[src/sv/json_string_unescape_utf8_top_defines.svh]
// ----------------------------------------------------------------------------
// JSON string decoder assertion macros
// Shared concurrent assertion shorthands, clocked on i_clk, reset by i_rst_n.
// ----------------------------------------------------------------------------
`ifndef JSON_STRING_UNESCAPE_UTF8_TOP_DEFINES_SVH
`define JSON_STRING_UNESCAPE_UTF8_TOP_DEFINES_SVH

// Same-cycle implication
`define JSU_ASSERT_IMP(label, ante, cons) \
    label: assert property (@(posedge i_clk) disable iff (!i_rst_n) (ante) |-> (cons)) \
        else $error("jsu assertion failed");

// Next-cycle implication
`define JSU_ASSERT_NXT(label, ante, cons) \
    label: assert property (@(posedge i_clk) disable iff (!i_rst_n) (ante) |=> (cons)) \
        else $error("jsu assertion failed");

`endif

[src/sv/jsu_pkg.sv]
// ----------------------------------------------------------------------------
// jsu_pkg
// Types, codes and helpers shared by the JSON string decoder modules.
// ----------------------------------------------------------------------------
package jsu_pkg;

    // Stream widths
    localparam int IN_TDATA_W  = 8;
    localparam int OUT_TDATA_W = 16;
    localparam int OUT_TUSER_W = 2;

    // Job queue between front and back (depth must be a power of two)
    localparam int QUEUE_DEPTH = 4;
    localparam int QPTR_W      = $clog2(QUEUE_DEPTH);
    localparam int QCNT_W      = QPTR_W + 1;

    // Width of a job value: a full code point
    localparam int CP_W = 21;

    // Result kinds on the output stream
    localparam logic [1:0] KIND_BYTE = 2'd0;
    localparam logic [1:0] KIND_DONE = 2'd1;
    localparam logic [1:0] KIND_ERR  = 2'd2;

    // Error codes
    localparam logic [2:0] ERR_NO_QUOTE = 3'd0;
    localparam logic [2:0] ERR_UNTERM   = 3'd1;
    localparam logic [2:0] ERR_BAD_ESC  = 3'd2;
    localparam logic [2:0] ERR_BAD_HEX  = 3'd3;
    localparam logic [2:0] ERR_NO_LOW   = 3'd4;
    localparam logic [2:0] ERR_BAD_LOW  = 3'd5;

    // Job kinds
    localparam logic [1:0] JOB_RAW  = 2'd0;  // one byte as is
    localparam logic [1:0] JOB_CP   = 2'd1;  // code point, UTF-8 encoded
    localparam logic [1:0] JOB_DONE = 2'd2;
    localparam logic [1:0] JOB_ERR  = 2'd3;  // error code in val[2:0]

    typedef struct packed {
        logic [1:0]      kind;
        logic [CP_W-1:0] val;
    } t_job;

    typedef struct packed {
        logic valid;
        t_job job;
    } t_push;

    // Hex digit decode: {ok, value}
    function automatic logic [4:0] hex_digit(input logic [7:0] c);
        logic [4:0] r;
        r = 5'd0;
        if (c >= 8'h30 && c <= 8'h39) begin
            r = {1'b1, c[3:0]};
        end else if ((c >= 8'h61 && c <= 8'h66) || (c >= 8'h41 && c <= 8'h46)) begin
            r = {1'b1, 4'(c[3:0] + 4'd9)};
        end
        return r;
    endfunction

endpackage

[src/sv/json_string_unescape_utf8_top.sv]
// ----------------------------------------------------------------------------
// json_string_unescape_utf8_top
// Streaming decoder for one quoted JSON string into UTF-8 bytes.
// ----------------------------------------------------------------------------
// The block takes one source byte per input beat (tlast marks end of input)
// and, while its four-entry job queue has room, accepts a beat every cycle.
// The front parser handles quotes, escapes and \uXXXX surrogate pairs and
// posts at most one job per beat; the back part emits one result beat per
// cycle while the output is not stalled, so a code point yields one to four
// result beats (its UTF-8 length), while a raw byte, the done mark or an
// error yields one. The sustained rate is therefore one input beat per cycle
// as long as the output averages one result per input; longer bursts are
// absorbed by the queue and then hold off tready. Results are loaded into
// the output register from the job at the queue head. tlast on the output
// flags the final result of each input beat; beats that cause no result
// (opening quote, backslash, leading hex digits, discarded bytes) give none.
// ----------------------------------------------------------------------------
`include "json_string_unescape_utf8_top_defines.svh"

module json_string_unescape_utf8_top
    import jsu_pkg::*;
(
    input  logic                   i_clk,
    input  logic                   i_rst_n,
    input  logic                   s_axis_tvalid,
    output logic                   s_axis_tready,
    input  logic [IN_TDATA_W-1:0]  s_axis_tdata,   // [7:0] in_byte
    input  logic                   s_axis_tlast,   // end_mark
    output logic                   m_axis_tvalid,
    input  logic                   m_axis_tready,
    output logic [OUT_TDATA_W-1:0] m_axis_tdata,   // [7:0] out_byte, [10:8] error_code
    output logic [OUT_TUSER_W-1:0] m_axis_tuser,   // [1:0] out_kind
    output logic                   m_axis_tlast    // last_of_run
);

    t_push q_push;
    logic  q_full;
    logic  q_empty;
    logic  q_pop;
    t_job  q_head;

    jsu_front u_front (
        .i_clk         (i_clk),
        .i_rst_n       (i_rst_n),
        .s_axis_tvalid (s_axis_tvalid),
        .s_axis_tready (s_axis_tready),
        .s_axis_tdata  (s_axis_tdata),
        .s_axis_tlast  (s_axis_tlast),
        .i_q_full      (q_full),
        .o_push        (q_push)
    );

    jsu_queue u_queue (
        .i_clk   (i_clk),
        .i_rst_n (i_rst_n),
        .i_push  (q_push),
        .o_full  (q_full),
        .i_pop   (q_pop),
        .o_empty (q_empty),
        .o_head  (q_head)
    );

    jsu_back u_back (
        .i_clk         (i_clk),
        .i_rst_n       (i_rst_n),
        .i_q_empty     (q_empty),
        .i_q_head      (q_head),
        .o_q_pop       (q_pop),
        .m_axis_tvalid (m_axis_tvalid),
        .m_axis_tready (m_axis_tready),
        .m_axis_tdata  (m_axis_tdata),
        .m_axis_tuser  (m_axis_tuser),
        .m_axis_tlast  (m_axis_tlast)
    );

    // Checks
    `JSU_ASSERT_IMP(a_pop_not_empty, q_pop, !q_empty)
    `JSU_ASSERT_IMP(a_push_not_full, q_push.valid, !q_full)
    `JSU_ASSERT_IMP(a_mark_is_last, m_axis_tvalid && m_axis_tuser != KIND_BYTE, m_axis_tlast)

endmodule

[src/sv/jsu_front.sv]
// ----------------------------------------------------------------------------
// jsu_front
// Accepts source beats, tracks the string/escape/hex state and posts one
// job per beat that yields output into the job queue.
// ----------------------------------------------------------------------------
module jsu_front
    import jsu_pkg::*;
(
    input  logic                  i_clk,
    input  logic                  i_rst_n,
    input  logic                  s_axis_tvalid,
    output logic                  s_axis_tready,
    input  logic [IN_TDATA_W-1:0] s_axis_tdata,   // [7:0] in_byte
    input  logic                  s_axis_tlast,   // end_mark
    input  logic                  i_q_full,
    output t_push                 o_push
);

    // Phase codes
    localparam logic [3:0] PH_IDLE = 4'd0;
    localparam logic [3:0] PH_STR  = 4'd1;
    localparam logic [3:0] PH_ESC  = 4'd2;
    localparam logic [3:0] PH_HX0  = 4'd3;
    localparam logic [3:0] PH_HX1  = 4'd4;
    localparam logic [3:0] PH_HX2  = 4'd5;
    localparam logic [3:0] PH_HX3  = 4'd6;
    localparam logic [3:0] PH_LBS  = 4'd7;
    localparam logic [3:0] PH_LU   = 4'd8;
    localparam logic [3:0] PH_LX0  = 4'd9;
    localparam logic [3:0] PH_LX1  = 4'd10;
    localparam logic [3:0] PH_LX2  = 4'd11;
    localparam logic [3:0] PH_LX3  = 4'd12;
    localparam logic [3:0] PH_DISC = 4'd13;

    // Characters of interest
    localparam logic [7:0] CH_QUOTE = 8'h22;
    localparam logic [7:0] CH_BSL   = 8'h5c;
    localparam logic [7:0] CH_SLASH = 8'h2f;
    localparam logic [7:0] CH_B     = 8'h62;
    localparam logic [7:0] CH_F     = 8'h66;
    localparam logic [7:0] CH_N     = 8'h6e;
    localparam logic [7:0] CH_R     = 8'h72;
    localparam logic [7:0] CH_T     = 8'h74;
    localparam logic [7:0] CH_U     = 8'h75;

    logic [3:0]  r_phase, n_phase;
    logic [15:0] r_acc,   n_acc;
    logic [9:0]  r_hh,    n_hh;

    logic        accept;
    logic [7:0]  c;
    logic        at_end;
    logic [4:0]  hexd;
    logic [15:0] acc_n;
    logic        fail;
    logic [2:0]  fcode;
    logic [10:0] cp_hi;

    assign s_axis_tready = !i_q_full;
    assign accept        = s_axis_tvalid && s_axis_tready;
    assign c             = s_axis_tdata;
    assign at_end        = s_axis_tlast;
    assign hexd          = hex_digit(c);
    assign acc_n         = {r_acc[11:0], hexd[3:0]};
    // 0x10000 + (high << 10): upper bits of the paired code point
    assign cp_hi         = {1'b0, r_hh} + 11'd64;

    // Next state and job
    always_comb begin
        n_phase       = r_phase;
        n_acc         = r_acc;
        n_hh          = r_hh;
        fail          = 1'b0;
        fcode         = ERR_NO_QUOTE;
        o_push.valid  = 1'b0;
        o_push.job    = '0;
        if (accept) begin
            case (r_phase)
                PH_IDLE: begin
                    if (at_end || c != CH_QUOTE) begin
                        fail  = 1'b1;
                        fcode = ERR_NO_QUOTE;
                    end else begin
                        n_phase = PH_STR;
                    end
                end
                PH_STR: begin
                    if (at_end) begin
                        fail  = 1'b1;
                        fcode = ERR_UNTERM;
                    end else if (c == CH_QUOTE) begin
                        o_push.valid    = 1'b1;
                        o_push.job.kind = JOB_DONE;
                        n_phase         = PH_IDLE;
                    end else if (c == CH_BSL) begin
                        n_phase = PH_ESC;
                    end else begin
                        o_push.valid    = 1'b1;
                        o_push.job.kind = JOB_RAW;
                        o_push.job.val  = CP_W'(c);
                    end
                end
                PH_ESC: begin
                    if (at_end) begin
                        fail  = 1'b1;
                        fcode = ERR_UNTERM;
                    end else begin
                        o_push.job.kind = JOB_RAW;
                        n_phase         = PH_STR;
                        o_push.valid    = 1'b1;
                        case (c)
                            CH_QUOTE: o_push.job.val = CP_W'(8'h22);
                            CH_BSL:   o_push.job.val = CP_W'(8'h5c);
                            CH_SLASH: o_push.job.val = CP_W'(8'h2f);
                            CH_B:     o_push.job.val = CP_W'(8'h08);
                            CH_F:     o_push.job.val = CP_W'(8'h0c);
                            CH_N:     o_push.job.val = CP_W'(8'h0a);
                            CH_R:     o_push.job.val = CP_W'(8'h0d);
                            CH_T:     o_push.job.val = CP_W'(8'h09);
                            default: begin
                                o_push.valid = 1'b0;
                                if (c == CH_U) begin
                                    n_acc   = 16'd0;
                                    n_phase = PH_HX0;
                                end else begin
                                    fail  = 1'b1;
                                    fcode = ERR_BAD_ESC;
                                end
                            end
                        endcase
                    end
                end
                PH_HX0, PH_HX1, PH_HX2, PH_HX3,
                PH_LX0, PH_LX1, PH_LX2, PH_LX3: begin
                    if (at_end) begin
                        fail  = 1'b1;
                        fcode = ERR_UNTERM;
                    end else if (!hexd[4]) begin
                        fail  = 1'b1;
                        fcode = ERR_BAD_HEX;
                    end else if (r_phase != PH_HX3 && r_phase != PH_LX3) begin
                        n_acc   = acc_n;
                        n_phase = r_phase + 4'd1;
                    end else if (r_phase == PH_HX3) begin
                        n_acc = 16'd0;
                        // High surrogate: keep its low ten bits, await the pair
                        if (acc_n[15:10] == 6'b110110) begin
                            n_hh    = acc_n[9:0];
                            n_phase = PH_LBS;
                        end else begin
                            o_push.valid    = 1'b1;
                            o_push.job.kind = JOB_CP;
                            o_push.job.val  = CP_W'(acc_n);
                            n_phase         = PH_STR;
                        end
                    end else if (acc_n[15:10] == 6'b110111) begin
                        o_push.valid    = 1'b1;
                        o_push.job.kind = JOB_CP;
                        o_push.job.val  = {cp_hi, acc_n[9:0]};
                        n_acc           = 16'd0;
                        n_hh            = 10'd0;
                        n_phase         = PH_STR;
                    end else begin
                        fail  = 1'b1;
                        fcode = ERR_BAD_LOW;
                    end
                end
                PH_LBS: begin
                    if (at_end || c != CH_BSL) begin
                        fail  = 1'b1;
                        fcode = ERR_NO_LOW;
                    end else begin
                        n_phase = PH_LU;
                    end
                end
                PH_LU: begin
                    if (at_end || c != CH_U) begin
                        fail  = 1'b1;
                        fcode = ERR_NO_LOW;
                    end else begin
                        n_acc   = 16'd0;
                        n_phase = PH_LX0;
                    end
                end
                default: begin
                    // discard and unused codes: wait for the end mark
                    if (at_end) begin
                        n_phase = PH_IDLE;
                        n_acc   = 16'd0;
                        n_hh    = 10'd0;
                    end
                end
            endcase

            // Common error exit
            if (fail) begin
                o_push.valid    = 1'b1;
                o_push.job.kind = JOB_ERR;
                o_push.job.val  = CP_W'(fcode);
                n_phase         = at_end ? PH_IDLE : PH_DISC;
                n_acc           = 16'd0;
                n_hh            = 10'd0;
            end
        end
    end

    // State registers
    always_ff @(posedge i_clk) begin
        if (!i_rst_n) begin
            r_phase <= PH_IDLE;
            r_acc   <= 16'd0;
            r_hh    <= 10'd0;
        end else begin
            r_phase <= n_phase;
            r_acc   <= n_acc;
            r_hh    <= n_hh;
        end
    end

endmodule

[src/sv/jsu_queue.sv]
// ----------------------------------------------------------------------------
// jsu_queue
// Small first-word-fall-through job queue between front and back.
// ----------------------------------------------------------------------------
module jsu_queue
    import jsu_pkg::*;
(
    input  logic  i_clk,
    input  logic  i_rst_n,
    input  t_push i_push,
    output logic  o_full,
    input  logic  i_pop,
    output logic  o_empty,
    output t_job  o_head
);

    t_job              r_mem [QUEUE_DEPTH];
    logic [QPTR_W-1:0] r_wptr;
    logic [QPTR_W-1:0] r_rptr;
    logic [QCNT_W-1:0] r_cnt;

    assign o_full  = (r_cnt == QCNT_W'(QUEUE_DEPTH));
    assign o_empty = (r_cnt == '0);
    assign o_head  = r_mem[r_rptr];

    // Storage
    always_ff @(posedge i_clk) begin
        if (i_push.valid) begin
            r_mem[r_wptr] <= i_push.job;
        end
    end

    // Pointers and fill count
    always_ff @(posedge i_clk) begin
        if (!i_rst_n) begin
            r_wptr <= '0;
            r_rptr <= '0;
            r_cnt  <= '0;
        end else begin
            if (i_push.valid) begin
                r_wptr <= r_wptr + 1'b1;
            end
            if (i_pop) begin
                r_rptr <= r_rptr + 1'b1;
            end
            case ({i_push.valid, i_pop})
                2'b10:   r_cnt <= r_cnt + 1'b1;
                2'b01:   r_cnt <= r_cnt - 1'b1;
                default: r_cnt <= r_cnt;
            endcase
        end
    end

endmodule

[src/sv/jsu_back.sv]
// ----------------------------------------------------------------------------
// jsu_back
// Takes jobs from the queue and, when not stalled, emits one result beat per
// cycle through an output register; code points become one to four UTF-8 bytes.
// ----------------------------------------------------------------------------
module jsu_back
    import jsu_pkg::*;
(
    input  logic                   i_clk,
    input  logic                   i_rst_n,
    input  logic                   i_q_empty,
    input  t_job                   i_q_head,
    output logic                   o_q_pop,
    output logic                   m_axis_tvalid,
    input  logic                   m_axis_tready,
    output logic [OUT_TDATA_W-1:0] m_axis_tdata,  // [7:0] out_byte, [10:8] error_code
    output logic [OUT_TUSER_W-1:0] m_axis_tuser,  // [1:0] out_kind
    output logic                   m_axis_tlast   // last_of_run
);

    logic            r_valid;
    logic [1:0]      r_idx;
    logic [7:0]      r_byte;
    logic [2:0]      r_code;
    logic [1:0]      r_kind;
    logic            r_last;

    logic [CP_W-1:0] cp;
    logic [1:0]      last_idx;
    logic [7:0]      b_byte;
    logic [2:0]      b_code;
    logic [1:0]      b_kind;
    logic            b_last;
    logic            load;

    assign cp = i_q_head.val;

    // Byte count of the head job, minus one
    always_comb begin
        last_idx = 2'd0;
        if (i_q_head.kind == JOB_CP) begin
            if (cp <= CP_W'(24'h7f)) begin
                last_idx = 2'd0;
            end else if (cp <= CP_W'(24'h7ff)) begin
                last_idx = 2'd1;
            end else if (cp <= CP_W'(24'hffff)) begin
                last_idx = 2'd2;
            end else begin
                last_idx = 2'd3;
            end
        end
    end

    // Beat selected by the byte index
    always_comb begin
        b_byte = 8'd0;
        b_code = 3'd0;
        b_kind = KIND_BYTE;
        case (i_q_head.kind)
            JOB_RAW: begin
                b_byte = cp[7:0];
            end
            JOB_CP: begin
                case (last_idx)
                    2'd0: b_byte = cp[7:0];
                    2'd1: b_byte = (r_idx == 2'd0) ? {3'b110, cp[10:6]} : {2'b10, cp[5:0]};
                    2'd2: begin
                        case (r_idx)
                            2'd0:    b_byte = {4'b1110, cp[15:12]};
                            2'd1:    b_byte = {2'b10, cp[11:6]};
                            default: b_byte = {2'b10, cp[5:0]};
                        endcase
                    end
                    default: begin
                        case (r_idx)
                            2'd0:    b_byte = {5'b11110, cp[20:18]};
                            2'd1:    b_byte = {2'b10, cp[17:12]};
                            2'd2:    b_byte = {2'b10, cp[11:6]};
                            default: b_byte = {2'b10, cp[5:0]};
                        endcase
                    end
                endcase
            end
            JOB_DONE: begin
                b_kind = KIND_DONE;
            end
            default: begin
                b_kind = KIND_ERR;
                b_code = cp[2:0];
            end
        endcase
        b_last = (r_idx == last_idx);
    end

    assign load    = !r_valid || m_axis_tready;
    assign o_q_pop = load && !i_q_empty && b_last;

    // Output beat control
    always_ff @(posedge i_clk) begin
        if (!i_rst_n) begin
            r_valid <= 1'b0;
            r_idx   <= 2'd0;
        end else if (load) begin
            r_valid <= !i_q_empty;
            if (!i_q_empty) begin
                r_idx <= b_last ? 2'd0 : r_idx + 2'd1;
            end
        end
    end

    // Output beat payload
    always_ff @(posedge i_clk) begin
        if (load && !i_q_empty) begin
            r_byte <= b_byte;
            r_code <= b_code;
            r_kind <= b_kind;
            r_last <= b_last;
        end
    end

    assign m_axis_tvalid = r_valid;
    assign m_axis_tdata  = {5'd0, r_code, r_byte};
    assign m_axis_tuser  = r_kind;
    assign m_axis_tlast  = r_last;

endmodule

[config.mk]
export PLATFORM = sky130hd
export DESIGN_NAME = json_string_unescape_utf8_top
export DESIGN_NICKNAME = d
export VERILOG_FILES = /design/src/sv/jsu_pkg.sv /design/src/sv/json_string_unescape_utf8_top.sv /design/src/sv/jsu_front.sv /design/src/sv/jsu_queue.sv /design/src/sv/jsu_back.sv
export VERILOG_INCLUDE_DIRS = /design/src /design/src/sv
export SDC_FILE = /design/constraint.sdc
export NUM_CORES = 1
export LEC_CHECK = 0
export BUFFER_PORTS_ARGS = -buffer_cell sky130_fd_sc_hd__buf_2
export CORE_UTILIZATION = 58
export DETAILED_ROUTE_END_ITERATION = 12
export GPL_TIMING_DRIVEN = 0
export PLACE_DENSITY = 0.82
export SYNTH_ARGS = -nofsm -noshare
export SYNTH_HDL_FRONTEND = slang
export SYNTH_SLANG_ARGS = --single-unit
[constraint.sdc]
create_clock -name i_clk -period 10.9 [get_ports i_clk]
set_clock_uncertainty 0.2 [all_clocks]
set_input_delay 2.18 -clock i_clk [delete_from_list [all_inputs] [get_ports i_clk]]
set_output_delay 2.18 -clock i_clk [all_outputs]
set_load 0.01 [all_outputs]
======== After elaboration in Yosys (flattened, before gate mapping) ========
Memory sizes are Yosys's and may differ from the RTL's. A register that Yosys moved wholly into a read port is not among the register bits.
Cells that the tools add are included.
word-level totals
  register bits ........................... 50
  memory bits (writable) .................. 92
  logic and storage cells ................. 219
  memories ................................ 1
memory list
  memory         words  bits a word  rd ports  clocked after memory_dff  write ports  line             text
  u_queue.r_mem  4      23           1         1                         1            jsu_queue.sv:17  t_job r_mem [QUEUE_DEPTH];
operators by class
  add/subtract/negate cells ............... 8
  magnitude comparators ................... 9
  equality and inequality tests ........... 54
  muxes and demuxes ....................... 100
  bitwise operators ....................... 1
  reductions and logical operators ........ 34
operators with widths
  cell                    number
  $mux W24                11
  $mux W12                11
  $mux W10                8
  $pmux W24 S3            1
  $mux W4                 16
  $eq A8 B7 Y1 const B    7
  $pmux W7 S8             1
  $pmux W12 S4            1
  $mux W3                 11
  $pmux W4 S6             1
  $pmux W8 S3             1
  $le A21 B11 Y1 const B  1
  $le A21 B16 Y1 const B  1
  $le A21 B7 Y1 const B   1
  $mux W21                1
  $pmux W7 S3             1
  $eq A4 B4 Y1 const B    5
  $pmux W10 S2            1
  $mux W1                 18
  $eq A4 B3 Y1 const B    4
  $eq A8 B6 Y1 const B    2
  $ge A8 B7 Y1 const B    2
  $le A8 B7 Y1 const B    2
  $mux W2                 8
  other kinds (53)        90

======== Longest topological paths before layout ========
Gate-level depths: netlist (run 1).
  depth after elaboration ................. 15
  depth in mapped cells ................... 16
  gate-level depth less buffers ........... 14

======== Cells and area by module ========
From an unflattened synthesis (run 1), not the netlist that was laid out.
unflattened totals
  cells, all modules ...................... 658
  area total of the unflattened synthesis .. 7656.1 um^2
by module, submodules not included
  module     times used  cells an instance  area each (um^2)
  jsu_queue  1           166                3803.6
  jsu_front  1           342                2497.4
  jsu_back   1           150                1355.0

======== Least setup slack after synthesis (run 1) ========
OpenSTA, ideal clock, no wires.
  path kind ............................... input-to-reg
  start point ............................. in s_axis_tdata[0]
  end point ............................... reg u_queue.r_cnt[2]
  library setup time ...................... 71 ps
  data arrival time ....................... 5326 ps
  data required time ...................... 10629 ps
  path slack .............................. 5303 ps
  stages .................................. 16
  cells stage by stage .................... inv_1 ha_1 o21bai_1 a2111oi_4 o21ba_1 buf_6 a221o_1 or2_1 buf_6 o31a_2 inv_1 ha_1 fa_1 xnor2_1 or3_1 a21oi_1
on the way
  longest elaborated chain between the ends .. 13
  elaborated cells between the ends (all ways) .. 52
RTL lines
  item                                               line                                 text
  start, declared                                    json_string_unescape_utf8_top.sv:27  input logic [IN_TDATA_W-1:0] s_axis_tdata,
  $ge A8 B7 Y1 or $le A8 B7 Y1 (tied branches)       jsu_pkg.sv:55                        end else if ((c >= 8'h61 && c <= 8'h66) || (c >= 8'h41 && c <= 8'h46)) begin
  $logic_and A1 B1 Y1                                jsu_pkg.sv:55
  $logic_or A1 B1 Y1                                 jsu_pkg.sv:55
  $mux W5                                            jsu_pkg.sv:55
  $mux W5                                            jsu_pkg.sv:53                        if (c >= 8'h30 && c <= 8'h39) begin
  $mux W1                                            jsu_front.sv:138                     end else if (!hexd[4]) begin
  $mux W1                                            jsu_front.sv:135                     if (at_end) begin
  $pmux W1 S6                                        jsu_front.sv:78                      case (r_phase)
  $mux W1                                            jsu_front.sv:77                      if (accept) begin
  $mux W24 *                                         jsu_front.sv:196                     if (fail) begin
  $mux W24 *                                         jsu_front.sv:77
  $eq A2 B1 Y1 or $eq A2 B2 Y1 (tied branches)       jsu_queue.sv:46                      case ({i_push.valid, i_pop})
  $pmux W3 S2 or $reduce_bool A2 Y1 (tied branches)  --
  end signal, assigned                               jsu_queue.sv:47                      2'b10: r_cnt <= r_cnt + 1'b1;
  end signal, assigned                               jsu_queue.sv:48                      2'b01: r_cnt <= r_cnt - 1'b1;
  end signal, assigned                               jsu_queue.sv:49                      default: r_cnt <= r_cnt;
  end, declared                                      jsu_queue.sv:20                      logic [QCNT_W-1:0] r_cnt;
Every way passes the cells marked *; elsewhere a longest branch is shown, timed or not. The select of a mux whose other input is x is not followed.
A chain may end at the register's enable or synchronous reset.

======== Worst setup path in the final report (run 1) ========
  start point ............................. in s_axis_tdata[0]
  end point ............................... mem u_queue.r_mem[3][1] in the netlist's numbering (enable)
on the way
  longest elaborated chain between the ends .. 13
  elaborated cells between the ends (all ways) .. 50
RTL lines
  item                                          line              text
  $ge A8 B7 Y1 or $le A8 B7 Y1 (tied branches)  jsu_pkg.sv:55
  $logic_and A1 B1 Y1                           jsu_pkg.sv:55
  $logic_or A1 B1 Y1                            jsu_pkg.sv:55
  $mux W5                                       jsu_pkg.sv:55
  $mux W5                                       jsu_pkg.sv:53
  $mux W1                                       jsu_front.sv:138
  $mux W1                                       jsu_front.sv:135
  $pmux W1 S6                                   jsu_front.sv:78
  $mux W1                                       jsu_front.sv:77
  $mux W24 *                                    jsu_front.sv:196
  $mux W24 *                                    jsu_front.sv:77
  $mux W1 *                                     jsu_queue.sv:28   if (i_push.valid) begin
  $mux W1 (not written as such) *               jsu_queue.sv:29   r_mem[r_wptr] <= i_push.job;
  end, declared                                 jsu_queue.sv:17
Marked as above.

==> results of run 1 <==
[layer usage]
metal  part of all wire  up-vias  global-route usage
li1                   -     2679                   -
met1               0.40     2817               0.355
met2               0.51      320               0.490
met3              0.074       49              0.0547
met4              0.025        0               0.106
met5                  0        -                   0
[path summary, 6_finish.rpt]
check / from / end / slack, ps / depth (start not counted)
hold / removal: u_front.r_hh[5] / u_front.r_hh[5] / 280 / 2
setup / recovery: s_axis_tdata[0] / u_queue.r_mem[3][1] / 4990 / 11
setup reg to reg: u_front.r_phase[0] / u_queue.r_mem[3][1] / 6080 / 11
hold reg to reg: u_front.r_hh[5] / u_front.r_hh[5] / 280 / 2
[cell families (layout without fill, tap and decap cells)]
group                      Yosys count  in the layout
AOI/OAI and AO/OA                  147            147
other                                1              5
buffers and inverters               66            124
muxes                               54             54
and+or+nand+nor                    241            241
xor gates and xnor gates             5              5
DFF                                144            144
adders and majority gates           25             25
[critical path: cells and delay by family]
kind / cells / cell delay [ps]
fa+ha+maj: 1 / 270
simple gates: 4 / 2170
compound gates: 3 / 690
buf+inv: 3 / 400
[area by class of cell]
type / instances / area [um2]
Clock inverter: 15 / 230
Tap cell: 172 / 215
Sequential cell: 144 / 3940
Timing Repair Buffer: 26 / 130
Fill cell: 939 / 4060
Inverter: 23 / 86.3
Multi-Input combinational cell: 477 / 3490
Clock buffer: 17 / 425
Buffer: 43 / 251
[state kept, by name, indices dropped and copies added, names as in the netlist, 3 cells and up, named ones only]
| name | flops |
|---|---|
| u_back.r_byte | 8 |
| u_back.r_code | 3 |
| u_front.r_acc | 12 |
| u_front.r_hh | 10 |
| u_front.r_phase | 4 |
| u_queue.r_cnt | 3 |
| u_queue.r_mem | 92 |
[synth_stat cells (7+ instances only)]
master / count
a21oi_1: 32
a221oi_1: 7
a22o_1: 10
and2_1: 10
and3_1: 9
buf_4: 8
buf_6: 7
clkbuf_1: 21
dfxtp_1: 38
edfxtp_1: 106
ha_1: 24
inv_1: 23
mux2i_1: 29
mux4_2: 23
nand2_1: 77
nand2b_1: 8
nand3_1: 25
nor2_1: 47
nor3_1: 13
o21ai_0: 30
[cell usage in the layout, fill, tap and decap left out, types with 5 or more instances in the layout]
| cell | instances |
|---|---|
| edfxtp_1 | 106 |
| nand2_1 | 77 |
| nor2_1 | 47 |
| dfxtp_1 | 38 |
| a21oi_1 | 32 |
| buf_2 | 31 |
| o21ai_0 | 30 |
| mux2i_1 | 29 |
| nand3_1 | 25 |
| ha_1 | 24 |
| inv_1 | 23 |
| mux4_2 | 23 |
| clkbuf_1 | 21 |
| clkbuf_16 | 17 |
| nor3_1 | 13 |
| a22o_1 | 10 |
| and2_1 | 10 |
| and3_1 | 9 |
| nand2b_1 | 8 |
| buf_4 | 8 |
| buf_6 | 7 |
| a221oi_1 | 7 |
| a21o_1 | 6 |
| or3_1 | 6 |
| a32oi_1 | 6 |
| a22oi_1 | 6 |
| nor4_1 | 5 |
| nand4_1 | 5 |
| conb_1 | 5 |
| bufinv_16 | 5 |
[power groups by stage]
| stage | registers (uW) | clock network (uW) | logic, uW |
|---|---|---|---|
| detailed placement | 789 | 0 | 825 |
| CTS | 780 | 645 | 833 |
| floorplan | 789 | 0 | 587 |
| finish | 778 | 640 | 846 |
| global route | 789 | 665 | 913 |
| global placement | 779 | 0 | 807 |
[through the flow]
stage	cells	util	power, uW	cell area (um2)
6_report	917	0.684	2260	8770
5_1_grt	917	0.684	2370	8770
4_1_cts	917	0.684	2260	8770
3_5_place_dp	885	0.633	1610	8110
3_3_place_gp	885	0.633	1590	8110
2_1_floorplan	687	-	1380	7770
==> load_flow_metrics.sql, run 1 <==
INSERT INTO impl_metrics (metric_group, metric, value, unit) VALUES
('routing', 'totalWireLength', '19100', 'um'),
('final_layout', 'antenna_cells_inserted', '0', ''),
('sta', 'post-route-worst-setup-slack', '4990', 'ps'),
('synth', 'post_synth_instance_area', '0.00775', 'mm2'),
('floorplan', 'die_width', '118', 'um'),
('sta', 'fin_crit', '5910', 'ps'),
('routing', 'wl_per_cell', '20.9', 'um'),
('pwr', 'pwr-share-comb', '0.373', ''),
('critical_path', 'arrival_time_at_the_worst_endpoint', '5730', 'ps'),
('synth', 'syn-mean-instance-area', '11.4', 'um2'),
('floorplan', 'floorplan.rows', '41', ''),
('synth', 'synthDominantAreaCellType', 'edfxtp_1', ''),
('global_route', 'grt_first_pass_wirelength', '30200', 'um'),
('global_route', 'vias_in_the_first_global_route', '5670', ''),
('clock_network', 'cts-buffers-inserted', '17', ''),
('routing', 'vias_per_cell', '6.40', ''),
('pwr', 'p_leak', '0.00314', 'uW'),
('critical_path', 'critPathSlowestCell', 'and2_1', ''),
('routing', 'drt_drc', '0', ''),
('clock_network', 'worstSkewPairLatency', '420', 'ps'),
('sta', 'report.final.setup_viol', '0', ''),
('routing', 'antenna_violating_nets_post_route', '0', ''),
('synth', 'post_synth_mux_area_share', '0.107', ''),
('final_layout', 'area_growth_syn_to_layout', '13.1', '%'),
('pwr', 'share_clk_of_total_power', '0.283', ''),
('sta', 'setup_total_negative_slack', '0', 'ps'),
('routing', 'routed-via-count', '5865', ''),
('sta', 'min_period_over_period', '0.542', ''),
('pwr', 'power_density', '258', 'mW/mm2'),
('sta', 'final-max-slew-violation-count', '0', ''),
('global_route', 'global_route_overflow', '0', ''),
('final_layout', 'final_layout_size_suffix_gt1_frac', '0.166', ''),
('pwr', 'power_frac_seq', '0.344', ''),
('sta', 'grt_setup_unrepaired', 'no', ''),
('floorplan', 'io_pins', '34', ''),
('critical_path', 'cp.required', '10730', 'ps'),
('sta', 'final-hold-violation-count', '0', ''),
('clock_network', 'clock-root-buffer', 'clkbuf_16', ''),
('placement', 'port-buffer-count', '26', ''),
('critical_path', 'critical_path.startpoint_type', 'input port', ''),
('synth', 'synth-seq-area-share', '0.509', ''),
('critical_path', 'crit_path_max_incr_delay', '1000', 'ps'),
('critical_path', 'timing.critical_path.fanout_max', '23', ''),
('clock_network', 'ctsHtreeMaxLevel', '4', ''),
('synth', 'synth_compound_area_frac', '0.136', ''),
('synth', 'synth-edff-count', '106', ''),
('synth', 'async_flop_share', '0', ''),
('global_route', 'grt_max_degree', '24', ''),
('synth', 'yosys.area_share.simple', '0.157', ''),
('clock_network', 'post_cts_resized', '0', ''),
('sta', 'fmax', '169', 'MHz'),
('pwr', 'irDropWorstVdd', '0.000145', 'V'),
('placement', 'dp.final_hpwl', '13700', 'um'),
('clock_network', 'postCtsSetupBuffers', '0', ''),
('sta', 'timing_worst_slew_pin_value', '1250', 'ps'),
('flow_run', 'drv.max_cap_violation_count', '0', ''),
('placement', 'post-place-ws', '4630', 'ps'),
('synth', 'postSynthRegisterBits', '144', ''),
('floorplan', 'core-area', '0.0128', 'mm2'),
('routing', 'drt_iter0_drc', '695', ''),
('synth', 'syn_inst', '683', ''),
('outcome', 'result_of_the_run', 'completed', ''),
('clock_network', 'tritoncts', 'done', ''),
('synth', 'synthXorXnorAreaFrac', '0.00565', ''),
('pwr', 'power.share.switching', '0.352', ''),
('placement', 'gpl.final_weighted_congestion', '0.984', ''),
('floorplan', 'die_height', '118', 'um'),
('critical_path', 'cell_by_cell_trace_of_the_critical_path', 'buf_2 > inv_1 > ha_1 > a21boi_0 > a311o_1 > nand4_1 > nor4_1 > or2_1 > buf_6 > o31a_2 > and2_1', ''),
('synth', 'main_combinational_cell_family_by_area_after_synthesis', 'simple AND/OR/NAND/NOR gates', ''),
('worst_hold_path', 'holdCritPathClass', 'register to register', ''),
('global_route', 'antenna_found_initial', '0', '');
No activity file was read; power rests on OpenSTA's default activity.
==> inputs of run 2 (changes only) <==
--- a/config.mk
+++ b/config.mk
@@ -7,7 +7,7 @@
 export NUM_CORES = 1
 export LEC_CHECK = 0
 export BUFFER_PORTS_ARGS = -buffer_cell sky130_fd_sc_hd__buf_2
-export CORE_UTILIZATION = 58
+export CORE_UTILIZATION = 56
 export DETAILED_ROUTE_END_ITERATION = 12
 export GPL_TIMING_DRIVEN = 0
 export PLACE_DENSITY = 0.82
==> constraint.sdc (replaced) <==
create_clock -name i_clk -period 5.2 [get_ports i_clk]
set_clock_uncertainty 0.2 [all_clocks]
set_input_delay 1.04 -clock i_clk [delete_from_list [all_inputs] [get_ports i_clk]]
set_output_delay 1.04 -clock i_clk [all_outputs]
set_load 0.01 [all_outputs]
==> run 2 against run 1 <==
Effect of this change:
- combinational power grew 110%
- sequential power rose by 110%
- wire length shrank 1.6%
- non-clock buffer count is the same
- clock-buffer cell count rose by 1
- die area rose by 3.5%
- final cell count up 0.44%
- via count grew 0.65%
- total power increased by 100%
- critical path depth did not move
- critical endpoint is now u_queue.r_mem[2][5]
==> load_flow_metrics.sql, run 2 (same netlist as run 1, synthesis figures left out) <==
INSERT INTO impl_metrics (metric_group, metric, value, unit) VALUES
('outcome', 'result_of_the_run', 'completed', ''),
('clock_network', 'worstSkewPairLatency', '410', 'ps'),
('sta', 'grt_setup_unrepaired', 'no', ''),
('routing', 'firstDrtPassIters', '6', ''),
('routing', 'totalWireLength', '18800', 'um'),
('pwr', 'power_density', '525', 'mW/mm2'),
('sta', 'min_period_over_period', '0.919', ''),
('final_layout', 'layout.cells.most_common_list', 'edfxtp_1 (106), nand2_1 (77), nor2_1 (47)', ''),
('sta', 'final-hold-violation-count', '0', ''),
('global_route', 'groute.usage.overall', '0.278', ''),
('routing', 'drt_iter0_drc', '719', ''),
('clock_network', 'clock-root-buffer', 'clkbuf_16', ''),
('sta', 'maxSlewHeadroom', '0.187', ''),
('sta', 'setup_total_negative_slack', '0', 'ps'),
('final_layout', 'biggestRegsByFlops', 'u_queue.r_mem: 92 flops, u_front.r_acc: 12 flops, u_front.r_hh: 10 flops', ''),
('global_route', 'grt_max_degree', '24', ''),
('critical_path', 'critical_path.startpoint_type', 'register', ''),
('routing', 'vias_per_cell', '6.41', ''),
('flow_run', 'drv.max_cap_violation_count', '0', ''),
('final_layout', 'largest-register', 'u_queue.r_mem', ''),
('routing', 'routed-via-count', '5903', ''),
('placement', 'dp.final_hpwl', '13600', 'um'),
('clock_network', 'post_cts_resized', '0', ''),
('sta', 'final-max-slew-violation-count', '0', ''),
('floorplan', 'die_width', '120', 'um'),
('final_layout', 'final_layout_size_suffix_gt1_frac', '0.164', ''),
('floorplan', 'die_height', '120', 'um'),
('routing', 'wl_per_cell', '20.5', 'um'),
('final_layout', 'postLayoutCellArea', '0.00867', 'mm2'),
('clock_network', 'postCtsSetupBuffers', '0', ''),
('final_layout', 'area_growth_syn_to_layout', '11.9', '%'),
('clock_network', 'cts-buffers-inserted', '17', ''),
('clock_network', 'tritoncts', 'done', ''),
('sta', 'report.final.setup_viol', '0', ''),
('critical_path', 'cp.required', '5030', 'ps'),
('pwr', 'p_leak', '0.00310', 'uW'),
('critical_path', 'arrival_time_at_the_worst_endpoint', '4610', 'ps'),
('sta', 'fmax', '209', 'MHz'),
('final_layout', 'mostFrequentLayoutCell', 'edfxtp_1', ''),
('floorplan', 'io_pins', '34', ''),
('routing', 'drt_drc', '0', ''),
('placement', 'post_dp_cell_area', '0.00812', 'mm2'),
('critical_path', 'cp-end-kind', 'register', ''),
('sta', 'timing_worst_slew_pin_value', '1220', 'ps'),
('floorplan', 'floorplan.rows', '42', ''),
('clock_network', 'cts.sink_count', '144', ''),
('clock_network', 'cts_hold_fix_bufs', '0', ''),
('placement', 'gpl.final_weighted_congestion', '0.957', ''),
('final_layout', 'finish.utilization', '0.650', ''),
('placement', 'post-place-ws', '71.7', 'ps'),
('sta', 'post-route-worst-setup-slack', '419', 'ps'),
('worst_hold_path', 'holdCritPathClass', 'register to register', ''),
('global_route', 'global_route_overflow', '0', ''),
('floorplan', 'core-area', '0.0133', 'mm2'),
('pwr', 'post-layout-total-power', '4550', 'uW'),
('global_route', 'antenna_found_initial', '0', ''),
('floorplan', 'start_util', '0.581', ''),
('sta', 'fin_crit', '4780', 'ps'),
('pwr', 'irDropWorstVdd', '0.000218', 'V'),
('critical_path', 'timing.critical_path.fanout_max', '23', ''),
('final_layout', 'largest_reg_flops', '92', ''),
('clock_network', 'clockBufferDepth', '2', ''),
('critical_path', 'timing_worst_setup_path_type', 'register to register', ''),
('clock_network', 'ctsHtreeMaxLevel', '4', ''),
('global_route', 'vias_in_the_first_global_route', '5682', ''),
('floorplan', 'die_area', '0.0143', 'mm2'),
('clock_network', 'clkSlewWorstSetupHoldPaths', '60', 'ps'),
('final_layout', 'finish.net_count', '770', ''),
('placement', 'port-buffer-count', '26', ''),
('global_route', 'grt_first_pass_wirelength', '30300', 'um'),
('final_layout', 'antenna_cells_inserted', '0', ''),
('routing', 'antenna_violating_nets_post_route', '0', '');
run 2: through the flow:
| step | hold slack [ps] | std cells |
|---|---|---|
| 2_1_floorplan | 234 | 687 |
| 3_3_place_gp | 254 | 889 |
| 3_5_place_dp | 266 | 889 |
| 4_1_cts | 274 | 921 |
| 5_1_grt | 296 | 921 |
| 6_report | 275 | 921 |
run 2: report_power, final:
group,internal [uW],leakage (uW),switching (uW)
Clock,667,0.000267,481
Combinational,676,0.00150,1100
Sequential,1540,0.00133,90.6
run 2: layout make-up:
class,count,area (um2)
Buffer,43,251
Clock buffer,18,439
Clock inverter,14,115
Fill cell,1021,4680
Inverter,23,86.3
Multi-Input combinational cell,477,3490
Sequential cell,144,3940
Tap cell,176,220
Timing Repair Buffer,26,130
run 2: worst max-delay path, stage by stage (launching register included):
cell and delay [ps]:
dfxtp_1 420, inv_1 120, ha_1 230, clkbuf_1 240
o21a_1 240, nor3_1 310, nor2_1 250, nor4_1 780
or2_1 210, buf_6 120, o31a_2 270, and2_1 980
run 2: path summary, 6_finish.rpt:
kind,start,slack [ps],cells after the start,to
worst max-delay path,u_front.r_phase[0],420,11,u_queue.r_mem[2][5]
worst min register to register,u_front.r_hh[3],270,2,u_front.r_hh[3]
worst min-delay path,u_front.r_hh[3],270,2,u_front.r_hh[3]
worst max register to register,u_front.r_phase[0],420,11,u_queue.r_mem[2][5]
run 2: per-layer routing:
metal,global-route usage,vias to the layer above,routed length [um]
li1,-,2694,-
met1,0.370,2889,7930
met2,0.455,273,9250
met3,0.0394,47,1180
met4,0.124,0,487
met5,0,-,0
